$ cat src/rtl/assert_macros.svh
// ----------------------------------------------------------------------------
// Assertion macros
// Shared concurrent assertion wrappers used across the RTL.
// ----------------------------------------------------------------------------
`ifndef ASSERT_MACROS_SVH
`define ASSERT_MACROS_SVH

// Clocked assertion with an active-low asynchronous reset disable.
`define HPG_ASSERT(lbl, clk, rst_n, prop, msg) \
    lbl: assert property (@(posedge clk) disable iff (!rst_n) (prop)) \
        else $error(msg);

// Clocked assertion that is also checked while reset is asserted.
`define HPG_ASSERT_ALWAYS(lbl, clk, prop, msg) \
    lbl: assert property (@(posedge clk) (prop)) else $error(msg);

`endif

$ cat src/rtl/hpg_pkg.sv
// ----------------------------------------------------------------------------
// Heap permutation generator package
// Types and constants shared by the permutation generator modules.
// ----------------------------------------------------------------------------
package hpg_pkg;

    localparam int PERM_W      = 64;
    localparam int DIGIT_W     = 4;
    localparam int NUM_DIGITS  = PERM_W / DIGIT_W;
    localparam int DIGIT_IDX_W = 4;
    localparam int CNT_W       = 5;
    localparam int LEN_W       = 5;

    localparam logic [LEN_W-1:0] LEN_RESET = 5'd4;

    localparam logic CMD_START   = 1'b0;
    localparam logic CMD_ADVANCE = 1'b1;

    typedef enum logic [1:0] {
        ST_IDLE,
        ST_SCAN,
        ST_SWAP,
        ST_EMIT
    } hpg_state_t;

    typedef logic [PERM_W-1:0]      perm_t;
    typedef logic [DIGIT_IDX_W-1:0] digit_idx_t;
    typedef logic [CNT_W-1:0]       cnt_t;

endpackage

$ cat src/rtl/hpg_swap_unit.sv
// ----------------------------------------------------------------------------
// Digit swap unit
// Exchanges two 4-bit digits of a packed permutation word.
// ----------------------------------------------------------------------------
module hpg_swap_unit
    import hpg_pkg::*;
(
    input  perm_t      perm_in,
    input  digit_idx_t pos_a,
    input  digit_idx_t pos_b,
    output perm_t      perm_out
);

    logic [DIGIT_W-1:0] digit_a;
    logic [DIGIT_W-1:0] digit_b;

    assign digit_a = perm_in[pos_a*DIGIT_W +: DIGIT_W];
    assign digit_b = perm_in[pos_b*DIGIT_W +: DIGIT_W];

    always_comb
    begin
        for (int k = 0; k < NUM_DIGITS; k++)
        begin
            if (DIGIT_IDX_W'(k) == pos_a)
            begin
                perm_out[k*DIGIT_W +: DIGIT_W] = digit_b;
            end
            else if (DIGIT_IDX_W'(k) == pos_b)
            begin
                perm_out[k*DIGIT_W +: DIGIT_W] = digit_a;
            end
            else
            begin
                perm_out[k*DIGIT_W +: DIGIT_W] = perm_in[k*DIGIT_W +: DIGIT_W];
            end
        end
    end

endmodule

$ cat src/rtl/heap_permutation_generator_unit.sv
// ----------------------------------------------------------------------------
// Heap permutation generator unit
// Sequencing: a start, or an advance once the sequence is finished or with a zero
// length, goes from idle straight to the emit step. Any other advance scans the
// levels in turn and swaps at the first ready one, or emits with done set after the last.
// The shared counter compare examines one level per cycle.
// The emit step waits for a free output; the next transaction is accepted in the cycle
// after the result is loaded. Reset gives length 4, a zero word, level counters at 1 and done set.
// ----------------------------------------------------------------------------
`include "assert_macros.svh"

module heap_permutation_generator_unit
    import hpg_pkg::*;
#(
    parameter int MAX_DIGITS = 16
)
(
    input  logic              clk,
    input  logic              rst_n,

    input  logic              cfg_we,
    input  logic [LEN_W-1:0]  cfg_wdata,       // [4:0] digit count

    input  logic              s_axis_tvalid,
    output logic              s_axis_tready,
    input  logic [PERM_W-1:0] s_axis_tdata,    // [63:0] start_perm
    input  logic              s_axis_tuser,    // [0] command

    output logic              m_axis_tvalid,
    input  logic              m_axis_tready,
    output logic [PERM_W-1:0] m_axis_tdata,    // [63:0] perm_out
    output logic              m_axis_tuser     // [0] done_res
);

    localparam int IDX_W = $clog2(MAX_DIGITS);

    hpg_state_t       state_reg, state_next;
    logic [LEN_W-1:0] len_reg, len_next;
    perm_t            perm_reg, perm_next;
    cnt_t             cnt_reg  [MAX_DIGITS];
    cnt_t             cnt_next [MAX_DIGITS];
    logic             exh_reg, exh_next;
    logic [IDX_W-1:0] idx_reg, idx_next;
    logic [IDX_W-1:0] last_reg, last_next;
    digit_idx_t       pos_a_reg, pos_a_next;
    digit_idx_t       pos_b_reg, pos_b_next;
    logic             m_valid_reg, m_valid_next;
    perm_t            out_perm_reg, out_perm_next;
    logic             out_done_reg, out_done_next;

    logic             in_acc;
    logic             out_free;
    logic             out_load;
    logic [LEN_W-1:0] len_eff;
    logic [LEN_W-1:0] len_dec;
    cnt_t             cnt_cur;
    cnt_t             cnt_dec;
    logic             level_found;
    perm_t            swapped;

    assign in_acc   = s_axis_tvalid && s_axis_tready;
    assign out_free = !m_valid_reg || m_axis_tready;
    assign len_eff  = (len_reg > LEN_W'(MAX_DIGITS)) ? LEN_W'(MAX_DIGITS) : len_reg;
    assign len_dec  = len_eff - LEN_W'(1);
    assign cnt_cur  = cnt_reg[idx_reg];
    assign cnt_dec  = cnt_cur - CNT_W'(1);

    // Level i = idx + 1 is ready to swap when its counter is below i.
    assign level_found = (cnt_cur <= CNT_W'(idx_reg));

    hpg_swap_unit u_swap
    (
        .perm_in  (perm_reg),
        .pos_a    (pos_a_reg),
        .pos_b    (pos_b_reg),
        .perm_out (swapped)
    );

    always_comb
    begin
        state_next = state_reg;
        case (state_reg)
            ST_IDLE:
            begin
                if (s_axis_tvalid)
                begin
                    if (s_axis_tuser == CMD_START || exh_reg || len_eff == '0)
                    begin
                        state_next = ST_EMIT;
                    end
                    else
                    begin
                        state_next = ST_SCAN;
                    end
                end
            end
            ST_SCAN:
            begin
                if (level_found)
                begin
                    state_next = ST_SWAP;
                end
                else if (idx_reg == last_reg)
                begin
                    state_next = ST_EMIT;
                end
            end
            ST_SWAP:
            begin
                state_next = ST_EMIT;
            end
            ST_EMIT:
            begin
                if (out_free)
                begin
                    state_next = ST_IDLE;
                end
            end
            default:
            begin
                state_next = ST_IDLE;
            end
        endcase
    end

    always_comb
    begin
        s_axis_tready = 1'b0;
        out_load      = 1'b0;
        case (state_reg)
            ST_IDLE:
            begin
                s_axis_tready = 1'b1;
            end
            ST_EMIT:
            begin
                out_load = out_free;
            end
            default:
            begin
                s_axis_tready = 1'b0;
            end
        endcase
    end

    always_comb
    begin
        len_next      = cfg_we ? cfg_wdata : len_reg;
        perm_next     = perm_reg;
        cnt_next      = cnt_reg;
        exh_next      = exh_reg;
        idx_next      = idx_reg;
        last_next     = last_reg;
        pos_a_next    = pos_a_reg;
        pos_b_next    = pos_b_reg;
        m_valid_next  = m_valid_reg && !m_axis_tready;
        out_perm_next = out_perm_reg;
        out_done_next = out_done_reg;

        if (in_acc)
        begin
            idx_next  = '0;
            last_next = len_dec[IDX_W-1:0];
            if (s_axis_tuser == CMD_START)
            begin
                perm_next = s_axis_tdata;
                exh_next  = 1'b0;
                for (int k = 0; k < MAX_DIGITS; k++)
                begin
                    cnt_next[k] = CNT_W'(1);
                end
            end
            else if (len_eff == '0)
            begin
                exh_next = 1'b1;
            end
        end

        if (state_reg == ST_SCAN)
        begin
            if (level_found)
            begin
                cnt_next[idx_reg] = cnt_cur + CNT_W'(1);
                pos_b_next        = DIGIT_IDX_W'(idx_reg);
                pos_a_next        = idx_reg[0] ? cnt_dec[DIGIT_IDX_W-1:0] : '0;
            end
            else
            begin
                cnt_next[idx_reg] = CNT_W'(1);
                if (idx_reg == last_reg)
                begin
                    exh_next = 1'b1;
                end
                else
                begin
                    idx_next = idx_reg + IDX_W'(1);
                end
            end
        end

        if (state_reg == ST_SWAP)
        begin
            perm_next = swapped;
        end

        if (out_load)
        begin
            m_valid_next  = 1'b1;
            out_perm_next = perm_reg;
            out_done_next = exh_reg;
        end
    end

    always_ff @(posedge clk or negedge rst_n)
    begin
        if (!rst_n)
        begin
            state_reg   <= ST_IDLE;
            len_reg     <= LEN_RESET;
            perm_reg    <= '0;
            exh_reg     <= 1'b1;
            idx_reg     <= '0;
            last_reg    <= '0;
            m_valid_reg <= 1'b0;
            for (int k = 0; k < MAX_DIGITS; k++)
            begin
                cnt_reg[k] <= CNT_W'(1);
            end
        end
        else
        begin
            state_reg   <= state_next;
            len_reg     <= len_next;
            perm_reg    <= perm_next;
            exh_reg     <= exh_next;
            idx_reg     <= idx_next;
            last_reg    <= last_next;
            m_valid_reg <= m_valid_next;
            cnt_reg     <= cnt_next;
        end
    end

    always_ff @(posedge clk)
    begin
        pos_a_reg    <= pos_a_next;
        pos_b_reg    <= pos_b_next;
        out_perm_reg <= out_perm_next;
        out_done_reg <= out_done_next;
    end

    assign m_axis_tvalid = m_valid_reg;
    assign m_axis_tdata  = out_perm_reg;
    assign m_axis_tuser  = out_done_reg;

    `HPG_ASSERT(a_scan_in_range, clk, rst_n,
        (state_reg == ST_SCAN) |-> (idx_reg <= last_reg),
        "Level scan ran past the permutation length")

    `HPG_ASSERT(a_counter_nonzero, clk, rst_n,
        (state_reg == ST_SCAN) |-> (cnt_cur != '0),
        "Level counter reached zero during a scan")

    `HPG_ASSERT(a_swap_order, clk, rst_n,
        (state_reg == ST_SWAP) |-> (pos_a_reg <= pos_b_reg),
        "Swap positions are out of order")

    `HPG_ASSERT(a_load_from_emit, clk, rst_n,
        $rose(m_valid_reg) |-> ($past(state_reg) == ST_EMIT),
        "Result presented outside the emit step")

    `HPG_ASSERT(a_start_clears_done, clk, rst_n,
        (in_acc && s_axis_tuser == CMD_START) |=> !exh_reg,
        "Start transaction did not clear the done flag")

endmodule
$ cat config.mk
export PLATFORM = sky130hd
export DESIGN_NAME = heap_permutation_generator_unit
export DESIGN_NICKNAME = d
export VERILOG_FILES = /design/src/rtl/hpg_pkg.sv /design/src/rtl/hpg_swap_unit.sv /design/src/rtl/heap_permutation_generator_unit.sv
export VERILOG_INCLUDE_DIRS = /design/src /design/src/rtl
export SDC_FILE = /design/constraint.sdc
export NUM_CORES = 1
export LEC_CHECK = 0
export BUFFER_PORTS_ARGS = -buffer_cell sky130_fd_sc_hd__buf_2
export CORE_MARGIN = 2
export CORE_UTILIZATION = 35
export CTS_CLUSTER_SIZE = 10
export DETAILED_ROUTE_END_ITERATION = 10
export GPL_TIMING_DRIVEN = 0
export PLACE_DENSITY = 0.6
export SYNTH_ARGS = -nofsm -noshare
export SYNTH_HDL_FRONTEND = slang
export SYNTH_HIERARCHICAL = 1
export SYNTH_SLANG_ARGS = --single-unit
$ cat constraint.sdc
create_clock -name clk -period 4.6 [get_ports clk]
set_clock_uncertainty 0.15 [all_clocks]
set_input_delay 0.23 -clock clk [delete_from_list [all_inputs] [get_ports clk]]
set_output_delay 0.23 -clock clk [all_outputs]
set_load 0.02 [all_outputs]
Word level (Yosys, flattened, before mapping)

Cells that the tools add are included.

Bits in read-only memories: 0
Output and inout bits: 67
Memories kept: 0
Bits in writable memories: 0
Latch bits: 0
Register bits after elaboration: 234

Shift operators: 2
Muxes and demuxes: 65
Bitwise operators: 5
Add/sub/neg operators: 4
Reductions and logical operators: 31
Magnitude comparators: 4
Multipliers: 0
Equality and inequality tests: 54
Div/mod/pow operators: 0

Operators by type and width:

| operator                                                  | count |
|---|---|
| two-way mux 80 bit                                        | 4 |
| two-way mux 64 bit                                        | 3 |
| two-way mux 4 bit                                         | 36 |
| indexed part select 64 x 7 -> 4 bit                       | 2 |
| bitwise mux 80 bit                                        | 1 |
| AND 64 bit                                                | 1 |
| == test 4 bit (first input constant)                      | 16 |
| inverter 64 bit                                           | 1 |
| AND reduction 3 bit                                       | 17 |
| != test 3 x 1 -> 1 bit (second input constant)            | 16 |
| == test 3 x 4 -> 1 bit (first input constant)             | 8 |
| binary-select mux 5 bit (select 4 bit)                    | 1 |
| demux 5 bit (select 4 bit)                                | 1 |
| two-way mux 5 bit                                         | 4 |
| == test 2 x 4 -> 1 bit (first input constant)             | 4 |
| bitwise OR 16 bit                                         | 1 |
| two-way mux 2 bit                                         | 5 |
| two-way mux 1 bit                                         | 9 |
| == test 1 x 4 -> 1 bit (first input constant)             | 2 |
| zero test 4 bit                                           | 2 |
| case mux 2 bit (4 select lines)                           | 1 |
| subtractor 4 x 1 -> 4 bit (second input constant)         | 2 |
| adder 5 x 1 -> 5 bit (second input constant)              | 1 |
| greater-or-equal comparator 5 bit (second input constant) | 1 |
| 19 further kinds                                          | 26 |

Longest topological paths before layout

Depth after elaboration: 9
Gate-level depth with buffers: 20
Gate-level depth less buffers: 13

Cells and area by module

The synthesis kept the hierarchy.

By module, submodules not included:

| module                          | cells each | sequential area each (um^2) | area each (um^2) | times used |
|---|---|---|---|---|
| heap_permutation_generator_unit | 748        | 6,243.5                     | 10,032.1         | 1 |
| hpg_swap_unit                   | 453        | 0.0                         | 3,474.6          | 1 |

Worst setup path after synthesis

No wires, ideal clock.

Path kind: flip-flop to flip-flop
Start point: register idx_reg[0]
End point: register cnt_reg[64] (netlist bit)
Setup slack: 854 ps
Path buffers: 8
Arrival time: 3,530 ps
Required time: 4,384 ps
Stages on the path, launching flop included: 21
Period minus slack after synthesis: 3,746 ps
Path through: dfrtp_1 -> buf_6 -> buf_12 -> buf_12 -> mux4_1 -> a22oi_1 -> nand2_1 -> clkbuf_1 -> buf_2 -> inv_2 -> ha_1 -> nor2b_1 -> o21a_1 -> o21a_1 -> o21ai_1 -> and2_1 -> buf_2 -> and4_1 -> buf_6 -> buf_6 -> a22o_1

RTL lines:

| what                   | line                                   | text |
|---|---|---|
| from (decl)            | heap_permutation_generator_unit.sv:43  | `logic [IDX_W-1:0] idx_reg, idx_next;` |
| from (signal assigned) | heap_permutation_generator_unit.sv:236 | `idx_reg <= idx_next;` |
| to (signal assigned)   | heap_permutation_generator_unit.sv:239 | `cnt_reg <= cnt_next;` |
| to (decl)              | heap_permutation_generator_unit.sv:40  | `cnt_t cnt_reg [MAX_DIGITS];` |

==> impl_metrics.env <==
export IMPL_synth_edff_count=73
export IMPL_yosysUniqueCellTypes=65
export IMPL_grt_start_max_net_pins=97
export IMPL_avgSynthCellArea_um2=11.2
export IMPL_globalRouteTotalUtil_pct=23.3
export IMPL_worst_ep_required_time_ns=4.96
export IMPL_wl_per_cell_um=24.0
export IMPL_detailedPlacementHpwl_mm=33.6
export IMPL_ys_dominant_reg_cell="sky130_fd_sc_hd__dfrtp_1"
export IMPL_cap_viol_max_count=0
export IMPL_first_global_vias=12200
export IMPL_start_util_pct=35.7
export IMPL_netlist_instances=1201
export IMPL_portBuffers=141
export IMPL_worst_path_most_repeated_cell="sky130_fd_sc_hd__buf_6"
export IMPL_max_freq_ghz=0.228
export IMPL_floorplan_rows=71
export IMPL_r2r_start="idx_reg[0]"
export IMPL_report_final_hold_viol_count=0
export IMPL_final_setup_tns_ns=0
export IMPL_actual_transition_at_the_worst_max_transition_pin_ns=1.22
export IMPL_combinationalPowerShare_pct=52.7
export IMPL_ctsLongestPathBuffers=3
export IMPL_holdWs_ns=0.0444
export IMPL_grt_first_pass_wirelength_mm=73.1
export IMPL_net_switching_power_mw=5.65
export IMPL_outcome="finished clean"
export IMPL_routed_via_density=6.00
export IMPL_ys_seq_area_share_pct=46.2
export IMPL_path_max_fanout=10
export IMPL_synthesis_nets=1291
export IMPL_grt_setup_unrepaired="false"
export IMPL_grt_ovfl_total=0
export IMPL_vias=11900
export IMPL_p_seq_share_pct=30.0
export IMPL_worst_setup_path_end_kind="register"
export IMPL_number_of_antenna_violations_at_the_first_check_in_global_routing=0
export IMPL_area_delta_synth_final_pct=22.6
export IMPL_chip_height_um=200
export IMPL_number_of_sinks_on_the_clock_net=234
export IMPL_route_final_wire_length_mm=47.7
export IMPL_slew_violations=0
export IMPL_peakVddDrop_mv=0.406
export IMPL_cp_arrival_ns=4.75
export IMPL_dpl_worst_slack_ns=-0.146
export IMPL_tritoncts="built"
export IMPL_finalWorstPathRequiredPeriod_ns=4.39
export IMPL_layout_drive_gt1_share_pct=22.1
export IMPL_layout_commonest_cell="sky130_fd_sc_hd__nand2_1"
export IMPL_clock_power_share_pct=17.3
export IMPL_n_fill_cell=3611
export IMPL_hp_class="input port to async pin"
export IMPL_finalCritPeriodShare_pct=95.5
export IMPL_netSwitchingFraction_pct=46.6
export IMPL_drt_antenna_violating_nets=0
export IMPL_synth_async_reset_ratio_pct=68.8
export IMPL_rr_worst_depth=20
export IMPL_power_internal_mw=6.47
export IMPL_reg2reg_to="cnt_reg[44]"
export IMPL_finalWeightedCongestion=0.964
export IMPL_core_um2=37800
export IMPL_rrSetupSlack_ns=0.21
export IMPL_clk_transition_reported_paths_ns=0.06
export IMPL_critical_path_class="register to register"
export IMPL_number_of_nets_in_the_layout=1541
export IMPL_cts_root_buf="sky130_fd_sc_hd__clkbuf_16"
export IMPL_ys_seq_elements=234
export IMPL_placement_cell_area_um2=14900
export IMPL_total_of_warnings_raised_by_yosys=6
export IMPL_dieWidth_um=200
export IMPL_top_level_ports=142
export IMPL_setup_viol=0
export IMPL_start_kind="register"
export IMPL_mostFrequentLayoutCells="sky130_fd_sc_hd__nand2_1 (225), sky130_fd_sc_hd__buf_2 (161), sky130_fd_sc_hd__dfrtp_1 (141)"
export IMPL_power_density_nw_per_um2=732
export IMPL_syn_std_cell_area_um2=13500
export IMPL_cts_buffers_inserted=28
export IMPL_worst_slew_margin_rel_pct=17.9
export IMPL_power_leakage_nw=6.17
export IMPL_largest_register_ffs=80
export IMPL_critPathMaxStageDelay_ns=0.58
export IMPL_worst_slack_ns=0.205
export IMPL_first_iter_violations=1035
export IMPL_cts_max_level=1
export IMPL_critical_path_cell_chain="buf_6, buf_12, buf_12, mux4_1, a22oi_1, nand2_1, clkbuf_2, buf_2, inv_2, ha_1, nor2b_1, o21a_1, o21a_1, o21ai_2, and2_1, buf_2, and4_1, buf_6, buf_6, a22o_1"
export IMPL_insertion_delay_ns=0.58
export IMPL_route_detailed_drc=0
export IMPL_insertedDiodeCount=0
export IMPL_cpMaxStageDelayCell="sky130_fd_sc_hd__mux4_1"
export IMPL_finalInstanceArea_um2=16600
export IMPL_drt_pass1_iterations=9
export IMPL_floorplan_die_area_um2=40200
worst max path at each step:
stage                          start  slack, ns           to  cells past startpoint
after floorplan           idx_reg[0]       0.85  cnt_reg[64]                     20
after global placement    idx_reg[1]      -0.08  cnt_reg[70]                     18
after global routing      idx_reg[0]      0.007  cnt_reg[59]                     20
after CTS                 idx_reg[0]       0.05  cnt_reg[75]                     19
after detailed placement  idx_reg[1]      -0.15  cnt_reg[75]                     18
final                     idx_reg[0]       0.21  cnt_reg[44]                     20
logic make-up (layout without fill, tap and decap cells):
logic type / Yosys count / count (layout) / share of synthesized area [%]
AOI/OAI and AO/OA: 312 / 312 / 18.1
xor gates and xnor gates: 10 / 10 / 0.787
adders and majority gates: 15 / 15 / 1.39
buffers and inverters: 101 / 373 / 4.75
DFF: 234 / 234 / 46.2
muxes: 127 / 127 / 14.9
and+or+nand+nor: 402 / 402 / 13.8
power by group through the flow:
stage,Sequential (mW),Combinational (mW),Clock (mW)
finish,3.63,6.39,2.10
global route,3.71,6.75,2.23
CTS,3.64,6.23,2.15
detailed placement,3.67,6.16,0
global placement,3.66,6.09,0
floorplan,3.63,3.94,0
cell usage after synthesis, types with 4 or more instances:
| cell | number | area share [%] |
|---|---|---|
| sky130_fd_sc_hd__a21oi_1 | 4 | 0.15 |
| sky130_fd_sc_hd__a221oi_1 | 64 | 4.2 |
| sky130_fd_sc_hd__a22o_1 | 39 | 2.5 |
| sky130_fd_sc_hd__a22oi_1 | 5 | 0.28 |
| sky130_fd_sc_hd__a31oi_1 | 16 | 0.74 |
| sky130_fd_sc_hd__a32o_1 | 32 | 2.4 |
| sky130_fd_sc_hd__a32oi_1 | 64 | 4.2 |
| sky130_fd_sc_hd__and2_1 | 4 | 0.19 |
| sky130_fd_sc_hd__buf_1 | 5 | 0.14 |
| sky130_fd_sc_hd__buf_12 | 4 | 0.59 |
| sky130_fd_sc_hd__buf_2 | 23 | 0.85 |
| sky130_fd_sc_hd__buf_6 | 15 | 1.3 |
| sky130_fd_sc_hd__buf_8 | 4 | 0.44 |
| sky130_fd_sc_hd__clkbuf_1 | 35 | 0.97 |
| sky130_fd_sc_hd__dfrtp_1 | 143 | 26 |
| sky130_fd_sc_hd__dfstp_2 | 18 | 3.5 |
| sky130_fd_sc_hd__edfxtp_1 | 73 | 16 |
| sky130_fd_sc_hd__ha_1 | 15 | 1.4 |
| sky130_fd_sc_hd__inv_1 | 11 | 0.31 |
| sky130_fd_sc_hd__mux2_2 | 7 | 0.58 |
| sky130_fd_sc_hd__mux2i_1 | 65 | 4.8 |
| sky130_fd_sc_hd__mux4_1 | 19 | 3.7 |
| sky130_fd_sc_hd__mux4_2 | 33 | 5.5 |
| sky130_fd_sc_hd__nand2_1 | 225 | 6.3 |
| sky130_fd_sc_hd__nand2b_1 | 10 | 0.46 |
| sky130_fd_sc_hd__nand3_1 | 6 | 0.22 |
| sky130_fd_sc_hd__nor2_1 | 69 | 1.9 |
| sky130_fd_sc_hd__nor2_2 | 6 | 0.28 |
| sky130_fd_sc_hd__nor2b_1 | 6 | 0.28 |
| sky130_fd_sc_hd__nor3_1 | 39 | 1.4 |
| sky130_fd_sc_hd__nor3_2 | 8 | 0.59 |
| sky130_fd_sc_hd__o21ai_0 | 70 | 2.6 |
| sky130_fd_sc_hd__xnor2_1 | 7 | 0.45 |
area by class of cell:
cell class	instances	area [um2]	area share, %
Timing Repair Buffer	220	1520	9.20
Sequential cell	234	6250	37.7
Tap cell	511	639	3.86
Multi-Input combinational cell	866	6630	40.0
Clock buffer	50	815	4.92
Clock inverter	2	60.1	0.363
Inverter	12	45.0	0.272
Buffer	89	603	3.64
timing repair:
| action | in CTS | in global routing |
|---|---|---|
| gates cloned | 0 | 0 |
| hold buffers | 78 | 0 |
| hold endpoints to repair | 221 | 0 |
| gates resized for setup | 3 | 3 |
| setup buffers | 0 | 0 |
| endpoints found under the setup margin | 39 | 33 |
worst max-delay path, delay by kind of cell (launching register included):
family	cells	cell delay, ns
buffers and inverters	9	1.59
AO/OA/AOI/OAI	5	0.85
multiplexers	1	0.58
AND/OR/NAND/NOR	4	0.58
flip-flops	1	0.43
adder cells (fa/ha/maj)	1	0.14
stage by stage:
| stage | util, % | std cells | total power [mW] |
|---|---|---|---|
| 2_1_floorplan | - | 1201 | 7.56 |
| 3_3_place_gp | 39.2 | 1853 | 9.75 |
| 3_5_place_dp | 39.4 | 1854 | 9.82 |
| 4_1_cts | 43.7 | 1984 | 12.0 |
| 5_1_grt | 43.8 | 1984 | 12.7 |
| 6_report | 43.8 | 1984 | 12.1 |
layer usage:
layer  GRT usage [%]  vias to the layer above  wire length, um
met4            11.0                        0             2420
li1                -                     5193                -
met3            3.54                      170             3540
met5               0                        -                0
met1            29.1                     5881            18400
met2            39.8                      658            23300
Power figures use the tool's default switching activity.
